<file path="src/hdl/epoch_seconds_to_calendar_date_assert.svh">
// assertion macros shared by the epoch date converter modules
// expects clk and arst_n to be visible in the module that uses them
`ifndef EPOCH_SECONDS_TO_CALENDAR_DATE_ASSERT_SVH
`define EPOCH_SECONDS_TO_CALENDAR_DATE_ASSERT_SVH

// property checked on every clock outside reset
`define ES2CD_ASSERT(label, prop, msg) \
	label: assert property (@(posedge clk) disable iff (!arst_n) (prop)) else $error(msg);

// implication checked on every clock outside reset
`define ES2CD_ASSERT_IMP(label, ante, cons, msg) \
	label: assert property (@(posedge clk) disable iff (!arst_n) (ante) |-> (cons)) else $error(msg);

`endif

</file>
<file path="src/hdl/es2cd_pkg.sv">
// shared constants, reciprocals and small tables for the epoch date converter
// no dependencies
`default_nettype none

package es2cd_pkg;

	// pipeline depth, input register to output register
	localparam int NSTG = 10;

	// seconds per day is 128 * 675: the low 7 bits pass through untouched
	localparam logic [29:0] DAY_RECIP = 30'd814453058;   // ceil(2^39 / 675)
	localparam logic [9:0]  DAY_UNITS = 10'd675;
	localparam int          EPOCH_DAYS = 719468;           // 0000-03-01 to 1970-01-01
	localparam int          DAYS_PER_ERA = 146097;         // days in 400 years
	localparam int          DAYS_PER_CENT = 36524;

	localparam logic [16:0] Q1460_RECIP = 17'd91930;      // ceil(2^25 / 365), on doe / 4
	localparam logic [18:0] YEAR_RECIP = 19'd367720;      // ceil(2^27 / 365)
	localparam logic [13:0] HOUR_RECIP = 14'd9321;        // ceil(2^21 / 225), on rem / 16
	localparam logic [10:0] MIN_RECIP = 11'd1093;         // ceil(2^14 / 15), on rem / 4
	// (5 * doy + 2) * ceil(2^19 / 153) folded into one multiply and add
	localparam logic [14:0] MONTH_MUL = 15'd17135;
	localparam logic [23:0] MONTH_ADD = 24'd6854;

	typedef struct packed {
		logic [NSTG-1:0] en;   // per-stage load enable
	} pipe_ctl_t;

	// day count at which era idx + 5 starts, counted from 1970-01-01
	function automatic logic [19:0] era_thr(input int idx);
		return 20'((idx + 5) * DAYS_PER_ERA - EPOCH_DAYS);
	endfunction

	// first day of era idx + 4 in the shifted day count
	function automatic logic [20:0] era_base(input logic [2:0] idx);
		return 21'((int'(idx) + 4) * DAYS_PER_ERA);
	endfunction

	// first year of era idx + 4
	function automatic logic [12:0] era_year(input logic [2:0] idx);
		return 13'((int'(idx) + 4) * 400);
	endfunction

	// day of the year, counted from 1 March, at which month index mp starts
	function automatic logic [8:0] month_start(input logic [3:0] mp);
		logic [8:0] res;
		unique case (mp)
			4'd0:    res = 9'd0;
			4'd1:    res = 9'd31;
			4'd2:    res = 9'd61;
			4'd3:    res = 9'd92;
			4'd4:    res = 9'd122;
			4'd5:    res = 9'd153;
			4'd6:    res = 9'd184;
			4'd7:    res = 9'd214;
			4'd8:    res = 9'd245;
			4'd9:    res = 9'd275;
			4'd10:   res = 9'd306;
			4'd11:   res = 9'd337;
			default: res = 9'd0;
		endcase
		return res;
	endfunction

endpackage

`default_nettype wire

</file>
<file path="src/hdl/es2cd_ctrl.sv">
// valid tracking and per-stage load enables for the converter pipeline
// depends on es2cd_pkg and the assertion macro header
`default_nettype none
`include "epoch_seconds_to_calendar_date_assert.svh"

module es2cd_ctrl import es2cd_pkg::*; (
	input  logic      clk,
	input  logic      arst_n,
	input  logic      in_valid,
	output logic      in_ready,
	output logic      out_valid,
	input  logic      out_ready,
	output pipe_ctl_t ctl
);

	logic [NSTG-1:0] vld_q;
	logic [NSTG-1:0] can;
	logic [NSTG-1:0] vld_in;

	// a stage can load when it is empty or the stage after it moves
	always_comb begin
		can[NSTG-1] = !vld_q[NSTG-1] || out_ready;
		for (int k = NSTG - 2; k >= 0; k--) begin
			can[k] = !vld_q[k] || can[k+1];
		end
	end

	assign vld_in = {vld_q[NSTG-2:0], in_valid};

	always_ff @(posedge clk or negedge arst_n) begin
		if (!arst_n) begin
			vld_q <= '0;
		end else begin
			vld_q <= (can & vld_in) | (~can & vld_q);
		end
	end

	assign ctl.en    = can;
	assign in_ready  = can[0];
	assign out_valid = vld_q[NSTG-1];

	`ES2CD_ASSERT_IMP(a_bubble_ready, !(&vld_q), in_ready, "request refused with an empty stage")
	`ES2CD_ASSERT_IMP(a_drain_ready, out_ready, in_ready, "pipeline stalled while output drains")
	`ES2CD_ASSERT_IMP(a_item_count, $past(arst_n), $countones(vld_q) == $countones($past(vld_q)) + int'($past(in_valid && in_ready)) - int'($past(out_valid && out_ready)), "items lost or duplicated in pipeline")

endmodule

`default_nettype wire

</file>
<file path="src/hdl/es2cd_time.sv">
// time-of-day lane: seconds within the day split into hour, minute, second
// depends on es2cd_pkg; takes the day count from the date lane
`default_nettype none

module es2cd_time import es2cd_pkg::*; (
	input  logic        clk,
	input  pipe_ctl_t   ctl,
	input  logic [16:0] sec_lo,
	input  logic [19:0] days_s1,
	output logic [4:0]  hour,
	output logic [5:0]  minute,
	output logic [5:0]  second
);

	logic [16:0] lo_s1, lo_s2;
	logic [9:0]  d675_s2;
	logic [16:0] rem_s3, rem_s4;
	logic [4:0]  hour_s4, hour_s5, hour_s6, hour_s7, hour_s8, hour_s9, hour_s10;
	logic [11:0] r2_s5, r2_s6;
	logic [5:0]  minute_s6, minute_s7, minute_s8, minute_s9, minute_s10;
	logic [5:0]  second_s7, second_s8, second_s9, second_s10;

	logic [19:0] d675_full;
	logic [26:0] hour_prod;
	logic [16:0] r2_full;
	logic [20:0] min_prod;
	logic [11:0] sec_full;

	// only the low bits of days * 675 matter: the remainder is below 675
	assign d675_full = days_s1[9:0] * DAY_UNITS;
	assign hour_prod = rem_s3[16:4] * HOUR_RECIP;
	assign r2_full   = rem_s4 - 17'(hour_s4) * 17'd3600;
	assign min_prod  = r2_s5[11:2] * MIN_RECIP;
	assign sec_full  = r2_s6 - 12'(minute_s6) * 12'd60;

	always_ff @(posedge clk) begin
		if (ctl.en[0]) begin
			lo_s1 <= sec_lo;
		end
		if (ctl.en[1]) begin
			lo_s2   <= lo_s1;
			d675_s2 <= d675_full[9:0];
		end
		if (ctl.en[2]) begin
			rem_s3 <= {lo_s2[16:7] - d675_s2, lo_s2[6:0]};
		end
		if (ctl.en[3]) begin
			rem_s4  <= rem_s3;
			hour_s4 <= hour_prod[25:21];
		end
		if (ctl.en[4]) begin
			r2_s5   <= r2_full[11:0];
			hour_s5 <= hour_s4;
		end
		if (ctl.en[5]) begin
			r2_s6     <= r2_s5;
			minute_s6 <= min_prod[19:14];
			hour_s6   <= hour_s5;
		end
		if (ctl.en[6]) begin
			second_s7 <= sec_full[5:0];
			minute_s7 <= minute_s6;
			hour_s7   <= hour_s6;
		end
		// delay to line up with the date lane
		if (ctl.en[7]) begin
			second_s8 <= second_s7;
			minute_s8 <= minute_s7;
			hour_s8   <= hour_s7;
		end
		if (ctl.en[8]) begin
			second_s9 <= second_s8;
			minute_s9 <= minute_s8;
			hour_s9   <= hour_s8;
		end
		if (ctl.en[9]) begin
			second_s10 <= second_s9;
			minute_s10 <= minute_s9;
			hour_s10   <= hour_s9;
		end
	end

	assign hour   = hour_s10;
	assign minute = minute_s10;
	assign second = second_s10;

endmodule

`default_nettype wire

</file>
<file path="src/hdl/es2cd_date.sv">
// date lane: seconds to day count, then day count to Gregorian year, month, day
// depends on es2cd_pkg; hands the day count to the time lane
`default_nettype none

module es2cd_date import es2cd_pkg::*; (
	input  logic        clk,
	input  pipe_ctl_t   ctl,
	input  logic [35:0] epoch_seconds,
	output logic [19:0] days_s1,
	output logic [12:0] year,
	output logic [3:0]  month,
	output logic [4:0]  day
);

	logic [20:0] z_s2;
	logic [2:0]  era_s2, era_s3, era_s4, era_s5, era_s6, era_s7, era_s8, era_s9;
	logic [17:0] doe_s3, doe_s4, doe_s5, doe_s6, doe_s7;
	logic [6:0]  q1460_s4;
	logic [2:0]  cent_s4;
	logic        last_s4;
	logic [17:0] n_s5;
	logic [8:0]  yoe_s6, yoe_s7, yoe_s8, yoe_s9;
	logic [17:0] y365_s7;
	logic [1:0]  c100_s7;
	logic [8:0]  doy_s8, doy_s9;
	logic [3:0]  mp_s9;
	logic [12:0] year_s10;
	logic [3:0]  month_s10;
	logic [4:0]  day_s10;

	logic [58:0] day_prod;
	logic [20:0] z_next;
	logic [2:0]  era_cnt;
	logic [20:0] doe_full;
	logic [32:0] q1460_prod;
	logic [2:0]  cent_cnt;
	logic [17:0] n_next;
	logic [36:0] year_prod;
	logic [1:0]  c100_cnt;
	logic [17:0] doy_full;
	logic [23:0] month_prod;
	logic [8:0]  day_full;
	logic [3:0]  month_next;
	logic [12:0] year_next;

	assign day_prod = epoch_seconds[35:7] * DAY_RECIP;
	assign z_next   = {1'b0, days_s1} + 21'(EPOCH_DAYS);

	// eras 0 to 3 lie before 1970, so only six boundaries remain
	always_comb begin
		era_cnt = '0;
		for (int i = 0; i < 6; i++) begin
			if (days_s1 >= era_thr(i)) begin
				era_cnt = era_cnt + 3'd1;
			end
		end
	end

	assign doe_full   = z_s2 - era_base(era_s2);
	assign q1460_prod = doe_s3[17:2] * Q1460_RECIP;

	always_comb begin
		cent_cnt = '0;
		for (int i = 1; i <= 4; i++) begin
			if (doe_s3 >= 18'(i * DAYS_PER_CENT)) begin
				cent_cnt = cent_cnt + 3'd1;
			end
		end
	end

	assign n_next    = doe_s4 - 18'(q1460_s4) + 18'(cent_s4) - 18'(last_s4);
	assign year_prod = n_s5 * YEAR_RECIP;
	assign c100_cnt  = 2'(yoe_s6 >= 9'd100) + 2'(yoe_s6 >= 9'd200) + 2'(yoe_s6 >= 9'd300);
	assign doy_full  = doe_s7 - y365_s7 - 18'(yoe_s7[8:2]) + 18'(c100_s7);
	assign month_prod = 24'(doy_s8) * 24'(MONTH_MUL) + MONTH_ADD;

	// month index counts from March, so January and February roll the year
	assign day_full   = doy_s9 - month_start(mp_s9) + 9'd1;
	assign month_next = (mp_s9 < 4'd10) ? 4'(mp_s9 + 4'd3) : 4'(mp_s9 - 4'd9);
	assign year_next  = 13'(yoe_s9) + era_year(era_s9) + 13'(month_next <= 4'd2);

	always_ff @(posedge clk) begin
		if (ctl.en[0]) begin
			days_s1 <= day_prod[58:39];
		end
		if (ctl.en[1]) begin
			z_s2   <= z_next;
			era_s2 <= era_cnt;
		end
		if (ctl.en[2]) begin
			doe_s3 <= doe_full[17:0];
			era_s3 <= era_s2;
		end
		if (ctl.en[3]) begin
			doe_s4   <= doe_s3;
			q1460_s4 <= q1460_prod[31:25];
			cent_s4  <= cent_cnt;
			last_s4  <= (doe_s3 == 18'(DAYS_PER_ERA - 1));
			era_s4   <= era_s3;
		end
		if (ctl.en[4]) begin
			n_s5   <= n_next;
			doe_s5 <= doe_s4;
			era_s5 <= era_s4;
		end
		if (ctl.en[5]) begin
			yoe_s6 <= year_prod[35:27];
			doe_s6 <= doe_s5;
			era_s6 <= era_s5;
		end
		if (ctl.en[6]) begin
			y365_s7 <= 18'(yoe_s6) * 18'd365;
			c100_s7 <= c100_cnt;
			yoe_s7  <= yoe_s6;
			doe_s7  <= doe_s6;
			era_s7  <= era_s6;
		end
		if (ctl.en[7]) begin
			doy_s8 <= doy_full[8:0];
			yoe_s8 <= yoe_s7;
			era_s8 <= era_s7;
		end
		if (ctl.en[8]) begin
			mp_s9  <= month_prod[22:19];
			doy_s9 <= doy_s8;
			yoe_s9 <= yoe_s8;
			era_s9 <= era_s8;
		end
		if (ctl.en[9]) begin
			year_s10  <= year_next;
			month_s10 <= month_next;
			day_s10   <= day_full[4:0];
		end
	end

	assign year  = year_s10;
	assign month = month_s10;
	assign day   = day_s10;

endmodule

`default_nettype wire

</file>
<file path="src/hdl/epoch_seconds_to_calendar_date.sv">
// Converts a 36-bit count of seconds since 1970-01-01 00:00:00 into the
// Gregorian year, month, day, hour, minute and second (full century rule, no
// leap seconds). Every input value gives a valid date up to year 4147. The
// block is a ten-stage pipeline: a result is registered through stages s1 to
// s10 before it shows on the output, and a new request is taken every cycle
// while the output is drained. Each stage loads whenever it or a later stage
// has room, so bubbles close up during an output stall. Depends on es2cd_pkg,
// es2cd_ctrl, es2cd_time, es2cd_date.
`default_nettype none
`include "epoch_seconds_to_calendar_date_assert.svh"

module epoch_seconds_to_calendar_date import es2cd_pkg::*; (
	input  logic        clk,
	input  logic        arst_n,
	input  logic        in_valid,
	output logic        in_ready,
	input  logic [35:0] epoch_seconds,
	output logic        out_valid,
	input  logic        out_ready,
	output logic [12:0] year,
	output logic [3:0]  month,
	output logic [4:0]  day,
	output logic [4:0]  hour,
	output logic [5:0]  minute,
	output logic [5:0]  second
);

	pipe_ctl_t   ctl;
	logic [19:0] days_s1;

	es2cd_ctrl u_ctrl (
		.clk       (clk),
		.arst_n    (arst_n),
		.in_valid  (in_valid),
		.in_ready  (in_ready),
		.out_valid (out_valid),
		.out_ready (out_ready),
		.ctl       (ctl)
	);

	es2cd_date u_date (
		.clk           (clk),
		.ctl           (ctl),
		.epoch_seconds (epoch_seconds),
		.days_s1       (days_s1),
		.year          (year),
		.month         (month),
		.day           (day)
	);

	es2cd_time u_time (
		.clk     (clk),
		.ctl     (ctl),
		.sec_lo  (epoch_seconds[16:0]),
		.days_s1 (days_s1),
		.hour    (hour),
		.minute  (minute),
		.second  (second)
	);

	`ES2CD_ASSERT_IMP(a_out_range, out_valid, (month != 4'd0) && (month <= 4'd12) && (day != 5'd0) && (hour <= 5'd23) && (minute <= 6'd59) && (second <= 6'd59), "result field out of range")

endmodule

`default_nettype wire

</file>
<file path="config.mk">
export PLATFORM = sky130hd
export DESIGN_NAME = epoch_seconds_to_calendar_date
export DESIGN_NICKNAME = d
export VERILOG_FILES = /design/src/hdl/es2cd_pkg.sv /design/src/hdl/es2cd_ctrl.sv /design/src/hdl/es2cd_time.sv /design/src/hdl/es2cd_date.sv /design/src/hdl/epoch_seconds_to_calendar_date.sv
export VERILOG_INCLUDE_DIRS = /design/src /design/src/hdl
export SDC_FILE = /design/constraint.sdc
export NUM_CORES = 2
export LEC_CHECK = 0
export BUFFER_PORTS_ARGS = -buffer_cell sky130_fd_sc_hd__buf_2
export CAP_MARGIN = 40
export CORE_UTILIZATION = 49
export DETAILED_ROUTE_END_ITERATION = 8
export MAX_ROUTING_LAYER = met4
export PLACE_DENSITY = 0.75
export SLEW_MARGIN = 20
export SYNTH_ARGS = -nofsm -noshare
export SYNTH_HDL_FRONTEND = slang
export SYNTH_HIERARCHICAL = 1
export SYNTH_SLANG_ARGS = --single-unit
</file>
<file path="constraint.sdc">
create_clock -name clk -period 7.79 [get_ports clk]
set_input_delay 0.779 -clock clk [delete_from_list [all_inputs] [get_ports clk]]
set_output_delay 0.779 -clock clk [all_outputs]
set_load 0.05 [all_outputs]
</file>
==> key figures <==
Synth
  – Top-count cell post-synth: ha_1
  – Synthesized flop and latch total: 434
  – Number of enable flip-flop cells after synthesis: 419
  – Post-Synth XOR/XNOR Area: 0.0368
  – Synth Area in Adders: 0.506
  – Avg Cell Area, Syn: 11.8 um2
  – Post-synthesis sequential area ratio: 0.276
  – Synth cell count leaders: ha_1, inv_1, fa_1
  – Ranking of synthesized cells by area: ha_1, edfxtp_1, fa_1
  – Library cells used by synthesis: 85
  – Cell accounting for the most synthesized area: ha_1
  – Synth Net Count: 5598
  – Mapped Cells: 3978
  – Top-area cell type share of the netlist area: 0.284
  – Mapped cell area: 46800 um2
  – Post-synthesis simple-gate area fraction: 0.0455
  – YS warnings: 6
  – Complex-gate fraction of the synthesized area: 0.0546
  – Top FF cell, synth: edfxtp_1
  – FFs w/ async S/R, synth: 0.0230
  – Largest family of logic cells by synthesized area: adder cells
  – Portion of netlist area occupied by mux cells: 0.00222

Die
  – Core Region: 93900 um2
  – Cell Rows: 112
  – Initial Util: 0.498
  – I/O Pins: 81
  – Die H: 311 um
  – Chip width: 311 um
  – Die area: 96700 um2

Layout
  – Layout cell share with drive strength beyond 1: 0.0563
  – FILL cells: 7878
  – Layout Nets: 5737
  – Synth-to-Final Area Change: 8.12%

Routing
  – Met1 WL: 37700 um
  – Final ANT Viol Nets: 0
  – DRC errors left: 0
  – Metal3 WL: 3150 um
  – WL met2: 45600 um
  – 1st-iter DRT viols: 1392
  – Uppermost layer routed: met4
  – Final wirelength: 88000 um
  – Pre-Repair DR Iteration Count: 5
  – Wire per inst: 16.3 um
  – Vias per cell: 5.16
  – Routed via count: 27900

Global route
  – Total gr overflow: 0
  – Number of global-route vias before repair: 29700
  – First-pass GRT wire length: 148000 um
  – Largest net degree at the start of global routing: 50
  – GRT Total Usage: 0.194
  – Initial antenna violation count: 2

Run
  – Max-cap violations: 0

Placed design
  – Global placement routability congestion: 0.907
  – Detail Placement HPWL: 71900 um
  – Pre-CTS WS: 0.130 ns
  – Port bufs: 80

Timing
  – Total negative slack: 0 ns
  – Fin. Hold Viols: 0
  – Unrepaired setup endpoints after global routing: false
  – Slew Viols, Final: 0
  – Setup ws final: 0.686 ns
  – Post-layout min period: 7.10 ns
  – Final setup skew: 0.0688 ns
  – Worst slew pin tran: 0.819 ns
  – F_max: 141 MHz
  – Final count of negative-setup-slack endpoints: 0
  – Rel. slew slack: 0.454
  – Final clock period utilization by the worst path: 0.912

CTS
  – CTS Root Cell: clkbuf_16
  – Longest Clk Path Bufs: 3
  – # H-tree levels: 2
  – Worst-Skew Late Latency: 0.62 ns
  – Cts repair resizes: 0
  – CTS tree: done
  – CTS sink count: 434
  – CTS Buf Count: 47
  – # hold bufs at CTS: 0
  – Worst-path clk slew: 0.06 ns
  – Postcts setup bufs: 0

Setup path
  – Crit path arrival time: 7.40 ns
  – Reg2Reg Setup Slack: 1.44 ns
  – Worst setup EP type: register
  – Critical Path Start Type: primary input
  – Max Fanout on Critical Path: 8
  – R2r worst-path depth: 16
  – Critical path type: primary input to register
  – WP data required: 8.09 ns

Status
  – Status: complete, no violations

Min path
  – Hold Path Class: primary input to async pin
## critical path: stages
cell      delay, ns
buf_2          0.18
fa_1           0.44
ha_1           0.29
inv_1          0.05
fa_1           0.53
inv_1          0.05
fa_1           0.52
fa_1           0.44
fa_1           0.53
fa_1           0.55
inv_1          0.05
fa_1           0.49
inv_1          0.04
ha_1           0.32
nand4_1        0.17
nor4_1         0.47
nand4b_1       0.16
a21oi_1        0.15
nor3_1         0.10
o21ai_0        0.47
a21oi_1        0.19
buf_4          0.17
o21ai_0        0.15
nand3_1        0.09
## flip-flops by register name, indices dropped and copies added, names as in the netlist, 9 cells and up, named ones only
register	cells
u_date/n_s5	18
u_time/d675_s2	10
u_time/lo_s1	17
u_time/r2_s5	12
u_date/yoe_s6	9
u_date/doe_s4	18
u_date/doe_s5	9
u_date/yoe_s8	9
u_date/doe_s7	9
u_date/yoe_s7	9
u_time/rem_s4	12
u_time/lo_s2	17
u_date/doe_s6	9
u_date/year	13
u_date/doy_s8	9
u_date/doe_s3	18
u_date/yoe_s9	9
u_date/days_s1	20
u_date/z_s2	18
u_time/rem_s3	17
## final cells by class
type	count	area, um2	share of cell area
antenna	2	5.00	0.0000989
clock buffer	56	1260	0.0249
clock inverter	32	363	0.00717
inverter	943	3540	0.0700
multi-input combinational	2579	30200	0.597
sequential	434	12900	0.256
tap	1254	1570	0.0310
timing repair buffer	112	728	0.0144
## through the flow
stage / hold WS [ns] / instance area [um2] / std cells / util
final: 0.0289 / 50600 / 5412 / 0.539
after global routing: 0.0351 / 50600 / 5412 / 0.539
after CTS: 0.0159 / 50600 / 5408 / 0.538
after detailed placement: 0.405 / 48900 / 5320 / 0.521
after global placement: 0.401 / 48800 / 5315 / 0.520
after floorplan: 0.400 / 46800 / 3978 / -
## cells by family (layout without fill, tap and decap cells)
| family | Yosys count | count (layout) |
|---|---|---|
| adder cells (fa/ha/maj) | 1580 | 1580 |
| buffers and inverters | 965 | 1143 |
| flip-flops | 434 | 434 |
| AND/OR/NAND/NOR | 399 | 399 |
| AO/OA/AOI/OAI | 396 | 396 |
| XOR/XNOR | 195 | 195 |
| multiplexers | 9 | 9 |
| other | 0 | 2 |
## path summary, 6_finish.rpt
check	start	endpoint
max	epoch_seconds[18]	u_date/days_s1[13]$_DFFE_PP_
min	arst_n	async pin
max reg2reg	u_date/n_s5[9]$_DFFE_PP_	u_date/yoe_s6[8]$_DFFE_PP_
min reg2reg	u_time/lo_s1[4]$_DFFE_PP_	u_time/lo_s2[4]$_DFFE_PP_
max in group asynchronous	arst_n	async pin
min in group clk	epoch_seconds[3]	u_time/lo_s1[3]$_DFFE_PP_
## placed cells by master, fill, tap and decap left out, drive strengths merged, types with 10 or more instances in the layout
| cell | Yosys | final |
|---|---|---|
| fa | 519 | 519 |
| a21oi | 128 | 128 |
| and3 | 14 | 14 |
| nor3 | 29 | 29 |
| o21ai | 82 | 82 |
| nand3 | 43 | 43 |
| edfxtp | 419 | 419 |
| or3 | 10 | 10 |
| buf | 13 | 112 |
| nor4 | 10 | 10 |
| a211oi | 16 | 16 |
| nand4 | 13 | 13 |
| dfrtp | 10 | 10 |
| ha | 1061 | 1061 |
| nor2 | 79 | 79 |
| clkinv | 0 | 20 |
| o21bai | 14 | 14 |
| clkbuf | 9 | 56 |
| inv | 943 | 948 |
| a31oi | 12 | 12 |
| nand2 | 82 | 82 |
| o21a | 12 | 12 |
| nor2b | 36 | 36 |
| xnor2 | 143 | 143 |
| nand2b | 26 | 26 |
| xor2 | 51 | 51 |
| a21o | 55 | 55 |
## per-layer routing
metal / up-vias / track usage
li1: 13500 / -
met1: 13800 / 0.235
met2: 498 / 0.348
met3: 123 / 0.0183
met4: 0 / 0.0396
met5: - / -
Power is left out: the tool's default activity adds up to more than one toggle a clock period on the data nets, which glitch-free logic cannot reach.
